--- src/hw/rtl/frq_pkg.sv ---
// frq_pkg: codes and types shared by the frame ring queue files
// no dependencies
package frq_pkg;

    typedef enum logic [1:0] {
        ACT_PUSH  = 2'd0,
        ACT_POP   = 2'd1,
        ACT_QUERY = 2'd2,
        ACT_NONE  = 2'd3
    } frq_action_t;

    typedef enum logic [1:0] {
        ST_OK       = 2'd0,
        ST_TOO_LONG = 2'd1,
        ST_EMPTY    = 2'd2,
        ST_NO_ROOM  = 2'd3
    } frq_status_t;

    typedef enum logic [1:0] {
        REG_RING_DEPTH    = 2'd0,
        REG_MAX_FRAME_LEN = 2'd1,
        REG_DROP_POLICY   = 2'd2,
        REG_UNUSED        = 2'd3
    } frq_reg_t;

    typedef enum logic [1:0] {
        S_IDLE = 2'd0,
        S_READ = 2'd1,
        S_SEND = 2'd2
    } frq_state_t;

    localparam logic [31:0] DROP_MAX = 32'hFFFF_FFFF;

endpackage

--- src/hw/rtl/frq_if.sv ---
// frq_if: request, result and configuration channels of the frame ring queue
// depends on frq_pkg
interface frq_req_if;
    import frq_pkg::*;
    logic       valid;
    logic       ready;
    logic [1:0] action;
    logic [7:0] data;
    logic       last;
    logic [6:0] out_room;
    modport source (output valid, action, data, last, out_room, input ready);
    modport sink   (input valid, action, data, last, out_room, output ready);
endinterface

interface frq_rsp_if;
    import frq_pkg::*;
    logic        valid;
    logic        ready;
    logic [1:0]  status;
    logic [7:0]  byte_out;
    logic        end_of_run;
    logic        frame_dropped;
    logic [3:0]  frames_queued;
    logic [31:0] dropped_total;
    modport source (output valid, status, byte_out, end_of_run, frame_dropped,
                    frames_queued, dropped_total, input ready);
    modport sink   (input valid, status, byte_out, end_of_run, frame_dropped,
                    frames_queued, dropped_total, output ready);
endinterface

interface frq_cfg_if;
    import frq_pkg::*;
    logic       valid;
    logic       ready;
    logic [1:0] index;
    logic [6:0] wdata;
    modport source (output valid, index, wdata, input ready);
    modport sink   (input valid, index, wdata, output ready);
endinterface

--- src/hw/rtl/frq_ram.sv ---
// frq_ram: generic single-write, single-read ram with registered read data
// no dependencies
module frq_ram #(
    parameter int WIDTH = 8,
    parameter int DEPTH = 576
) (
    input  logic                     clk,
    input  logic                     we,
    input  logic [$clog2(DEPTH)-1:0] waddr,
    input  logic [WIDTH-1:0]         wdata,
    input  logic                     re,
    input  logic [$clog2(DEPTH)-1:0] raddr,
    output logic [WIDTH-1:0]         rdata
);
    logic [WIDTH-1:0] mem [DEPTH];

    always_ff @(posedge clk)
    begin
        if (we)
        begin
            mem[waddr] <= wdata;
        end
        if (re)
        begin
            rdata <= mem[raddr];
        end
    end
endmodule

--- src/hw/rtl/frame_ring_queue_with_drop_policy.sv ---
// frame_ring_queue_with_drop_policy: ring of variable-length byte frames
// depends on frq_pkg, frq_if (channels) and frq_ram (frame byte store)
//
// usage: requests enter on req, results leave on rsp, registers are written on cfg.
// a push request carries one frame byte; only its last byte gives a result
// (ok or too long), and a full ring either frees the oldest frame or drops the
// incoming one, per the drop policy register. a pop gives one result per frame
// byte, or a single empty / room-too-small result. a status query gives one ok result.
// a single result is loaded into the output register when its request is taken.
// a pop streams its bytes, each read from the byte ram in S_READ and then loaded
// into the output register in S_SEND.
// throughput: one request a cycle for pushes and queries while rsp keeps up; a pop
// holds the request channel until its last byte is in the output register. when rsp
// stalls the output register holds its result and no new request is taken until it
// drains. cfg is always ready; the user must write it only while idle (not enforced).
// reset: ring empty, ring positions map to physical slots in order, the spare
// slot is the last one, drop counter zero, registers at 8 / 64 / 0.
module frame_ring_queue_with_drop_policy #(
    parameter int SLOTS       = 8,
    parameter int FRAME_BYTES = 64
) (
    input  logic clk,
    input  logic rst_n,
    frq_req_if.sink   req,
    frq_rsp_if.source rsp,
    frq_cfg_if.sink   cfg
);
    import frq_pkg::*;

    localparam int PHYS = SLOTS + 1;
    localparam int PW   = (SLOTS > 1) ? $clog2(SLOTS) : 1;
    localparam int FW   = $clog2(SLOTS + 1);
    localparam int SW   = $clog2(PHYS);
    localparam int LW   = $clog2(FRAME_BYTES + 1);
    localparam int AW   = $clog2(PHYS * FRAME_BYTES);

    logic [3:0]    depth_reg;
    logic [6:0]    maxlen_reg;
    logic          dropnew_reg;
    logic [PW-1:0] rp_reg, rp_next;
    logic [FW-1:0] fh_reg, fh_next;
    logic [SW-1:0] stg_reg, stg_next;
    logic [LW-1:0] slen_reg, slen_next;
    logic          ovf_reg, ovf_next;
    logic [31:0]   drop_reg, drop_next;
    logic [SW-1:0] map_reg [SLOTS];
    logic [LW-1:0] len_mem [PHYS];
    frq_state_t    state_reg, state_next;
    logic [SW-1:0] phys_reg, phys_next;
    logic [LW-1:0] n_reg, n_next;
    logic [LW-1:0] cnt_reg, cnt_next;

    logic          ov_reg, ov_next;
    logic [1:0]    os_reg, os_next;
    logic [7:0]    ob_reg, ob_next;
    logic          oe_reg, oe_next;
    logic          od_reg, od_next;
    logic [3:0]    oq_reg, oq_next;
    logic [31:0]   ot_reg, ot_next;

    logic          out_free, accept, cfg_wr;
    logic          map_we, len_we;
    logic [PW-1:0] map_waddr;
    logic [SW-1:0] map_wdata;
    logic          ram_we, ram_re;
    logic [AW-1:0] ram_waddr, ram_raddr;
    logic [7:0]    ram_rdata;

    logic [FW-1:0] d, fh_n;
    logic [PW-1:0] rp_n, rp_inc, wpos;
    logic [LW-1:0] emax, len1, n_head;
    logic          ovf1;
    logic [SW-1:0] freed, head;
    logic [7:0]    sum8;

    assign out_free  = !ov_reg || rsp.ready;
    assign req.ready = (state_reg == S_IDLE) && out_free;
    assign accept    = req.valid && req.ready;
    assign cfg.ready = 1'b1;
    assign cfg_wr    = cfg.valid;

    assign rsp.valid         = ov_reg;
    assign rsp.status        = os_reg;
    assign rsp.byte_out      = ob_reg;
    assign rsp.end_of_run    = oe_reg;
    assign rsp.frame_dropped = od_reg;
    assign rsp.frames_queued = oq_reg;
    assign rsp.dropped_total = ot_reg;

    frq_ram #(.WIDTH(8), .DEPTH(PHYS * FRAME_BYTES)) u_bytes (
        .clk   (clk),
        .we    (ram_we),
        .waddr (ram_waddr),
        .wdata (req.data),
        .re    (ram_re),
        .raddr (ram_raddr),
        .rdata (ram_rdata)
    );

    // normalized views of the ring state for this request
    always_comb
    begin
        if (depth_reg == 4'd0)
        begin
            d = FW'(1);
        end
        else if (8'(depth_reg) > 8'(SLOTS))
        begin
            d = FW'(SLOTS);
        end
        else
        begin
            d = FW'(depth_reg);
        end
        rp_n = (8'(rp_reg) >= 8'(d)) ? '0 : rp_reg;
        fh_n = (fh_reg > d) ? d : fh_reg;
        emax = (8'(maxlen_reg) > 8'(FRAME_BYTES)) ? LW'(FRAME_BYTES) : LW'(maxlen_reg);
        ovf1 = ovf_reg || (slen_reg >= emax);
        len1 = (slen_reg >= emax) ? slen_reg : slen_reg + LW'(1);
        rp_inc = (8'(rp_n) + 8'd1 == 8'(d)) ? '0 : PW'(8'(rp_n) + 8'd1);
        head = map_reg[rp_n];
        if (8'(head) >= 8'(PHYS))
        begin
            head = SW'(SLOTS);
        end
        n_head = (len_mem[head] > LW'(FRAME_BYTES)) ? LW'(FRAME_BYTES) : len_mem[head];
    end

    always_comb
    begin
        rp_next    = rp_reg;
        fh_next    = fh_reg;
        stg_next   = stg_reg;
        slen_next  = slen_reg;
        ovf_next   = ovf_reg;
        drop_next  = drop_reg;
        state_next = state_reg;
        phys_next  = phys_reg;
        n_next     = n_reg;
        cnt_next   = cnt_reg;
        ov_next    = ov_reg && !rsp.ready;
        os_next    = os_reg;
        ob_next    = ob_reg;
        oe_next    = oe_reg;
        od_next    = od_reg;
        oq_next    = oq_reg;
        ot_next    = ot_reg;
        map_we     = 1'b0;
        map_waddr  = '0;
        map_wdata  = stg_reg;
        len_we     = 1'b0;
        ram_we     = 1'b0;
        ram_re     = 1'b0;
        ram_waddr  = AW'(int'(stg_reg) * FRAME_BYTES + int'(slen_reg));
        ram_raddr  = AW'(int'(phys_reg) * FRAME_BYTES + int'(cnt_reg));
        wpos       = '0;
        freed      = '0;
        sum8       = '0;

        case (state_reg)
            S_IDLE:
            begin
                if (accept)
                begin
                    rp_next = rp_n;
                    fh_next = fh_n;
                    os_next = ST_OK;
                    ob_next = 8'd0;
                    oe_next = 1'b1;
                    od_next = 1'b0;
                    case (frq_action_t'(req.action))
                        ACT_PUSH:
                        begin
                            ram_we    = (slen_reg < emax);
                            ovf_next  = ovf1;
                            slen_next = len1;
                            if (req.last)
                            begin
                                ov_next = 1'b1;
                                if (ovf1 || len1 == '0)
                                begin
                                    slen_next = '0;
                                    ovf_next  = 1'b0;
                                    os_next   = ST_TOO_LONG;
                                    oq_next   = 4'(fh_n);
                                    ot_next   = drop_reg;
                                end
                                else if (fh_n >= d && dropnew_reg)
                                begin
                                    drop_next = (drop_reg != DROP_MAX) ? drop_reg + 32'd1
                                                                       : drop_reg;
                                    slen_next = '0;
                                    od_next   = 1'b1;
                                    oq_next   = 4'(fh_n);
                                    ot_next   = drop_next;
                                end
                                else
                                begin
                                    // full with drop-oldest: free the head first
                                    if (fh_n >= d)
                                    begin
                                        drop_next = (drop_reg != DROP_MAX)
                                                  ? drop_reg + 32'd1 : drop_reg;
                                        od_next   = 1'b1;
                                        rp_next   = rp_inc;
                                        fh_next   = fh_n - FW'(1);
                                    end
                                    sum8 = 8'(rp_next) + 8'(fh_next);
                                    wpos = (sum8 >= 8'(d)) ? PW'(sum8 - 8'(d)) : PW'(sum8);
                                    len_we    = 1'b1;
                                    map_we    = 1'b1;
                                    map_waddr = wpos;
                                    freed     = map_reg[wpos];
                                    stg_next  = (8'(freed) < 8'(PHYS)) ? freed : SW'(SLOTS);
                                    fh_next   = fh_next + FW'(1);
                                    slen_next = '0;
                                    ovf_next  = 1'b0;
                                    oq_next   = 4'(fh_next);
                                    ot_next   = drop_next;
                                end
                            end
                        end
                        ACT_POP:
                        begin
                            ov_next = 1'b1;
                            oq_next = 4'(fh_n);
                            ot_next = drop_reg;
                            if (fh_n == '0)
                            begin
                                os_next = ST_EMPTY;
                            end
                            else if (8'(req.out_room) < 8'(n_head))
                            begin
                                os_next = ST_NO_ROOM;
                            end
                            else
                            begin
                                rp_next = rp_inc;
                                fh_next = fh_n - FW'(1);
                                oq_next = 4'(fh_n - FW'(1));
                                if (n_head != '0)
                                begin
                                    // bytes follow from the ram, one result each
                                    ov_next    = ov_reg && !rsp.ready;
                                    phys_next  = head;
                                    n_next     = n_head;
                                    cnt_next   = '0;
                                    state_next = S_READ;
                                end
                            end
                        end
                        ACT_QUERY:
                        begin
                            ov_next = 1'b1;
                            oq_next = 4'(fh_n);
                            ot_next = drop_reg;
                        end
                        default:
                        begin
                        end
                    endcase
                end
            end
            S_READ:
            begin
                ram_re     = 1'b1;
                state_next = S_SEND;
            end
            S_SEND:
            begin
                if (out_free)
                begin
                    ov_next  = 1'b1;
                    os_next  = ST_OK;
                    ob_next  = ram_rdata;
                    oe_next  = (cnt_reg + LW'(1) == n_reg);
                    od_next  = 1'b0;
                    oq_next  = 4'(fh_reg);
                    ot_next  = drop_reg;
                    cnt_next = cnt_reg + LW'(1);
                    state_next = (cnt_reg + LW'(1) == n_reg) ? S_IDLE : S_READ;
                end
            end
            default:
            begin
                state_next = S_IDLE;
            end
        endcase

        // writing the depth empties the ring
        if (cfg_wr && frq_reg_t'(cfg.index) == REG_RING_DEPTH)
        begin
            rp_next = '0;
            fh_next = '0;
        end
    end

    always_ff @(posedge clk or negedge rst_n)
    begin
        if (!rst_n)
        begin
            depth_reg   <= 4'd8;
            maxlen_reg  <= 7'd64;
            dropnew_reg <= 1'b0;
            rp_reg      <= '0;
            fh_reg      <= '0;
            stg_reg     <= SW'(SLOTS);
            slen_reg    <= '0;
            ovf_reg     <= 1'b0;
            drop_reg    <= '0;
            state_reg   <= S_IDLE;
            ov_reg      <= 1'b0;
            for (int i = 0; i < SLOTS; i++)
            begin
                map_reg[i] <= SW'(i);
            end
        end
        else
        begin
            if (cfg_wr)
            begin
                case (frq_reg_t'(cfg.index))
                    REG_RING_DEPTH:    depth_reg   <= cfg.wdata[3:0];
                    REG_MAX_FRAME_LEN: maxlen_reg  <= cfg.wdata;
                    REG_DROP_POLICY:   dropnew_reg <= cfg.wdata[0];
                    default:
                    begin
                    end
                endcase
            end
            rp_reg    <= rp_next;
            fh_reg    <= fh_next;
            stg_reg   <= stg_next;
            slen_reg  <= slen_next;
            ovf_reg   <= ovf_next;
            drop_reg  <= drop_next;
            state_reg <= state_next;
            ov_reg    <= ov_next;
            if (map_we)
            begin
                map_reg[map_waddr] <= map_wdata;
            end
        end
    end

    always_ff @(posedge clk)
    begin
        if (len_we)
        begin
            len_mem[stg_reg] <= len1;
        end
        phys_reg <= phys_next;
        n_reg    <= n_next;
        cnt_reg  <= cnt_next;
        os_reg   <= os_next;
        ob_reg   <= ob_next;
        oe_reg   <= oe_next;
        od_reg   <= od_next;
        oq_reg   <= oq_next;
        ot_reg   <= ot_next;
    end
endmodule

--- src/flat_wrapper.sv ---
// flat-port wrapper written by rule: the top's interface ports become plain ports
module frame_ring_queue_with_drop_policy_flat import frq_pkg::*;
#(
    parameter int SLOTS       = 8,
    parameter int FRAME_BYTES = 64
)
  (clk, rst_n, req_valid, req_action, req_data, req_last, req_out_room, req_ready, rsp_valid, rsp_status, rsp_byte_out, rsp_end_of_run, rsp_frame_dropped, rsp_frames_queued, rsp_dropped_total, rsp_ready, cfg_valid, cfg_index, cfg_wdata, cfg_ready);
  frq_req_if req_i ();
  frq_rsp_if rsp_i ();
  frq_cfg_if cfg_i ();
  input  logic clk;
  input  logic rst_n;
  input wire logic [$bits(req_i.valid)-1:0] req_valid;
  input wire logic [$bits(req_i.action)-1:0] req_action;
  input wire logic [$bits(req_i.data)-1:0] req_data;
  input wire logic [$bits(req_i.last)-1:0] req_last;
  input wire logic [$bits(req_i.out_room)-1:0] req_out_room;
  output wire logic [$bits(req_i.ready)-1:0] req_ready;
  output wire logic [$bits(rsp_i.valid)-1:0] rsp_valid;
  output wire logic [$bits(rsp_i.status)-1:0] rsp_status;
  output wire logic [$bits(rsp_i.byte_out)-1:0] rsp_byte_out;
  output wire logic [$bits(rsp_i.end_of_run)-1:0] rsp_end_of_run;
  output wire logic [$bits(rsp_i.frame_dropped)-1:0] rsp_frame_dropped;
  output wire logic [$bits(rsp_i.frames_queued)-1:0] rsp_frames_queued;
  output wire logic [$bits(rsp_i.dropped_total)-1:0] rsp_dropped_total;
  input wire logic [$bits(rsp_i.ready)-1:0] rsp_ready;
  input wire logic [$bits(cfg_i.valid)-1:0] cfg_valid;
  input wire logic [$bits(cfg_i.index)-1:0] cfg_index;
  input wire logic [$bits(cfg_i.wdata)-1:0] cfg_wdata;
  output wire logic [$bits(cfg_i.ready)-1:0] cfg_ready;
  assign req_i.valid = req_valid;
  assign req_i.action = req_action;
  assign req_i.data = req_data;
  assign req_i.last = req_last;
  assign req_i.out_room = req_out_room;
  assign req_ready = req_i.ready;
  assign rsp_valid = rsp_i.valid;
  assign rsp_status = rsp_i.status;
  assign rsp_byte_out = rsp_i.byte_out;
  assign rsp_end_of_run = rsp_i.end_of_run;
  assign rsp_frame_dropped = rsp_i.frame_dropped;
  assign rsp_frames_queued = rsp_i.frames_queued;
  assign rsp_dropped_total = rsp_i.dropped_total;
  assign rsp_i.ready = rsp_ready;
  assign cfg_i.valid = cfg_valid;
  assign cfg_i.index = cfg_index;
  assign cfg_i.wdata = cfg_wdata;
  assign cfg_ready = cfg_i.ready;
  frame_ring_queue_with_drop_policy #(.SLOTS(SLOTS), .FRAME_BYTES(FRAME_BYTES)) u_core (.clk(clk), .rst_n(rst_n), .req(req_i), .rsp(rsp_i), .cfg(cfg_i));
endmodule
--- config.mk ---
export PLATFORM = sky130hd
export DESIGN_NAME = frame_ring_queue_with_drop_policy_flat
export DESIGN_NICKNAME = d
export VERILOG_FILES = /design/src/hw/rtl/frq_pkg.sv /design/src/hw/rtl/frq_if.sv /design/src/hw/rtl/frq_ram.sv /design/src/hw/rtl/frame_ring_queue_with_drop_policy.sv /design/src/flat_wrapper.sv
export SDC_FILE = /design/constraint.sdc
export NUM_CORES = 2
export LEC_CHECK = 0
export BUFFER_PORTS_ARGS = -buffer_cell sky130_fd_sc_hd__buf_2
export CAP_MARGIN = 20
export CELL_PAD_IN_SITES_DETAIL_PLACEMENT = 2
export CELL_PAD_IN_SITES_GLOBAL_PLACEMENT = 2
export CORE_UTILIZATION = 50
export DETAILED_ROUTE_END_ITERATION = 10
export PLACE_DENSITY = 0.83
export SYNTH_ARGS = -nofsm -noshare
export SYNTH_HDL_FRONTEND = slang
export SYNTH_MEMORY_MAX_BITS = 65536
export SYNTH_SLANG_ARGS = --single-unit
--- constraint.sdc ---
create_clock -name clk -period 16.3 [get_ports clk]
set_input_delay 1.63 -clock clk [delete_from_list [all_inputs] [get_ports clk]]
set_output_delay 1.63 -clock clk [all_outputs]
set_load 0.02 [all_outputs]
==> results.cfg, run 1 <==
[status]
outcome = aborted with a tool error
haltStage = clock tree synthesis (4_1_cts)
error_line = [ERROR DPL-0033] detailed placement checks failed during check placement.

[place]
place_inst = 13182
io_buffers = 81
dp_slack_ns = 7.27
dpl.hpwl_um = 503000
place_congestion = 0.840

[clock_network]
cts.sink_count = 4843
post-cts-setup-buffers = 0
cts-root-buf = clkbuf_16
cts_buffers = 531
clockBufferDepth = 4
cts_resized = 0
holdBufCountCts = 0
htree_levels = 6

[yosys]
synth_top_area_share_pct = 74.9
avgSynthCellArea_um2 = 22.6
synth_top_cell_by_area = edfxtp_1
ys_ff_latch = 4843
synth_nets = 8478
ys.flop_type = edfxtp_1
synth_edf_count = 4745
ys_types = 92
ys_async_sr_fraction_pct = 2.02
synth_warnings = 0
synth_area_leaders = edfxtp_1, mux4_2, nor2_1, dfrtp_1, clkbuf_1
syn_area_mm2 = 0.190
ys_seq_area_share_pct = 76.2
synth_cells = 8396

[floorplan]
start_util_pct = 50.2
fp.dieW_um = 619
pin_count = 83
die_y_um = 619
rows = 226
-- metrics by stage --
step	cell area, µm²	util (%)
floorplan	190000	-
global placement	197000	51.9
detailed placement	197000	51.9
-- cell usage after synthesis (all sizes together) (31+ instances only) --
| master | number |
|---|---|
| edfxtp | 4745 |
| nand2 | 157 |
| xnor2 | 68 |
| ha | 48 |
| clkbuf | 325 |
| o21ai | 36 |
| buf | 151 |
| mux2i | 58 |
| dfrtp | 83 |
| xor2 | 32 |
| mux4 | 1532 |
| nor3 | 31 |
| mux2 | 54 |
| nand3 | 60 |
| inv | 47 |
| nor2 | 670 |
| a21oi | 37 |
-- kinds of logic after synthesis --
| logic type | Yosys count | share of synthesized area, % |
|---|---|---|
| buffers and inverters | 525 | 1.10 |
| and+or+nand+nor | 1041 | 2.33 |
| adders and majority gates | 50 | 0.337 |
| AOI/OAI and AO/OA | 192 | 0.753 |
| muxes | 1644 | 18.8 |
| other | 1 | 0.00197 |
| DFF | 4843 | 76.2 |
| xor gates and xnor gates | 100 | 0.461 |
==> run 2, diff against run 1 <==
Settings changed: CELL_PAD_IN_SITES_DETAIL_PLACEMENT 2 to default, CELL_PAD_IN_SITES_GLOBAL_PLACEMENT 2 to default, CORE_UTILIZATION 50 to 35, PLACE_DENSITY 0.83 to default, PLACE_DENSITY_LB_ADDON from default to 0.15.
==> results.cfg, run 2 <==
[floorplan]
core_area_mm2 = 0.541
start_util_pct = 35.2
die-area_mm2 = 0.546
rows = 270
fp.dieW_um = 739
pin_count = 83
die_y_um = 739

[place]
place_congestion = 0.798
dpl.hpwl_um = 316000
place_inst = 15389
io_buffers = 81

[clock_network]
clockBufferDepth = 4
cts-root-buf = clkbuf_16
holdBufCountCts = 0
cts_tree = built
htree_levels = 6
clkTransAtPathRegs_ns = 0.05
clk_latency_ns = 1.07
cts.sink_count = 4843
cts_resized = 0
cts_buffers = 532
post-cts-setup-buffers = 0

[yosys]
synth_edf_count = 4745
avgSynthCellArea_um2 = 22.6
ys_ff_latch = 4843
synth_cells = 8396
synth_top_area_share_pct = 74.9
synth_warnings = 0
ys_seq_area_share_pct = 76.2
synth_top_cell_by_area = edfxtp_1
ys_async_sr_fraction_pct = 2.02
synth.top_cells.by_count = edfxtp_1, mux4_2, nor2_1
synth_area_leaders = edfxtp_1, mux4_2, nor2_1, dfrtp_1, clkbuf_1
synth.most_common_cell = edfxtp_1
synth_nets = 8478
ys_types = 92
ys.flop_type = edfxtp_1
syn_area_mm2 = 0.190

[hold_path]
hold_path.class = reg -> reg

[timing]
fin_crit_sh_pct = 50.7
setup_violations = 0
tightest_slew_ns = 1.20
rsz0062_at_grt = false
hold_viol = 0
slew_headroom_pct = 19.7
min_period_ns = 8.27
final_max_slew_viol_count = 0
finalSetupTns_ns = 0
fin_skew_ns = 0.0602
timing.fmax_mhz = 121

[drt]
drc = 0
routedWlPerCell_um = 32.0
avgViaCountPerCell = 5.45
drtIter0Drc = 10515
vias = 89320
ant_nets = 0
firstDrtPassIters = 8
drt-total-wl_um = 524000

[pwr]
leakage_nw = 66.8
power.density_mw_per_mm2 = 152
ir_worst_vdd_mv = 0.301

[critical_path]
crit_required_ns = 17.28
start_kind = flip-flop
end_kind = flip-flop
worstSetupPathType = reg -> reg
cp_max_fo = 24
worst_ep_arrival_time_ns = 9.25

[layout]
drive_above_1_share_pct = 29.2
layout_common_cells = edfxtp_1, mux4_2, nor2_1
reg_top3 = u_core.u_bytes.mem (4608), u_core.len_mem (63)
nets = 8800
largest_reg_flops = 4608
syn2layout_area_growth_pct = 13.9
fin_cells = 16374
max_flop_register = u_core.u_bytes.mem
layout_commonest_cell = edfxtp_1

[global_route]
grt_max_degree = 177
grt_pass1_wl_um = 736000
antenna_found_initial = 66
gr-usage-all-layers_pct = 18.9
grt.overflow.total = 0
grt_pass1_vias = 91138

[status]
outcome = finished clean

[job]
maxCapViolations = 0
==> run 2: cell counts after synthesis <==
No cell type changed its count.
==> run 2: cells by family (layout without fill, tap and decap cells) <==
family | Yosys count | in the layout | share of synthesized area [%]
AOI/OAI and AO/OA | 192 | 192 | 0.753
adders and majority gates | 50 | 50 | 0.337
xor gates and xnor gates | 100 | 100 | 0.461
muxes | 1644 | 1644 | 18.8
other | 1 | 34 | 0.00197
DFF | 4843 | 4843 | 76.2
buffers and inverters | 525 | 1262 | 1.10
and+or+nand+nor | 1041 | 1041 | 2.33
==> run 2: layout make-up <==
| cell class | instances | area (µm²) |
|---|---|---|
| Antenna cell | 33 | 82.6 |
| Clock buffer | 651 | 14100 |
| Clock inverter | 298 | 2890 |
| Fill cell | 47159 | 324000 |
| Inverter | 49 | 186 |
| Multi-Input combinational cell | 3028 | 43400 |
| Sequential cell | 4843 | 145000 |
| Tap cell | 7208 | 9020 |
| Timing Repair Buffer | 264 | 2060 |
==> run 2: per-layer routing <==
| layer | vias up | global-route usage (%) | wire length [µm] |
|---|---|---|---|
| met4 | 28 | 4.44 | 12100 |
| met3 | 619 | 3.18 | 37100 |
| met2 | 3362 | 29.3 | 244000 |
| met1 | 49153 | 27.9 | 231000 |
| li1 | 36158 | - | - |
| met5 | - | 0 | 171 |
==> run 2: path summary, 6_finish.rpt <==
path	start	to	slack, ns	depth (start not counted)
worst max-delay path	u_core.depth_reg[3]$_DFFE_PN1P_	u_core.map_wdata[3]$_DFFE_PN1P_	8.03	27
worst min-delay path	u_core.depth_reg[0]$_DFFE_PN0P_	u_core.depth_reg[0]$_DFFE_PN0P_	0.50	2
worst max register to register	u_core.depth_reg[3]$_DFFE_PN1P_	u_core.map_wdata[3]$_DFFE_PN1P_	8.03	27
worst min register to register	u_core.depth_reg[0]$_DFFE_PN0P_	u_core.depth_reg[0]$_DFFE_PN0P_	0.50	2
max in group asynchronous	rst_n	u_core.map_reg[22]$_DFFE_PN0P_	14.43	2
min in group asynchronous	rst_n	u_core.drop_reg[17]$_DFFE_PN0P_	0.54	1
==> run 2: through the flow <==
step | hold slack [ns] | area (µm²) | setup slack (ns) | util, % | power (mW)
final | 0.497 | 217000 | 8.03 | 40.1 | 32.9
after detailed placement | 0.479 | 200000 | 8.12 | 36.9 | 21.5
after global routing | 0.509 | 217000 | 7.46 | 40.0 | 34.0
after global placement | 0.468 | 200000 | 7.93 | 36.9 | 21.5
after CTS | 0.450 | 217000 | 8.07 | 40.0 | 33.3
after floorplan | 0.440 | 190000 | 9.71 | - | 18.1
==> run 2: worst max-delay path: stages (launching register included) <==
cell and delay [ns]:
dfstp_2 0.41, nor2b_1 0.43, inv_1 0.26, ha_1 0.35, nor2b_1 0.16, o41ai_2 0.38
o21ai_0 0.21, nand2_1 0.21, clkinv_1 0.25, ha_1 0.35, nand2b_1 0.12, a21oi_1 0.09
o21ai_1 0.77, nand2_1 0.17, mux2i_1 0.21, ha_1 0.20, inv_1 0.07, fa_1 0.58
inv_1 0.08, ha_1 0.28, a21o_1 0.16, a21o_1 0.18, a221o_2 0.46, mux2i_4 0.78
mux2i_1 0.21, mux2_2 0.33, mux2i_1 0.27, mux2_2 0.22
==> run 2: report_power, final <==
| part | internal (mW) | switching (mW) | total (mW) |
|---|---|---|---|
| combinational | 2.96 | 4.23 | 7.19 |
| clock | 6.83 | 4.97 | 11.8 |
| sequential | 13.8 | 0.118 | 14.0 |
Power figures use the tool's default switching activity.
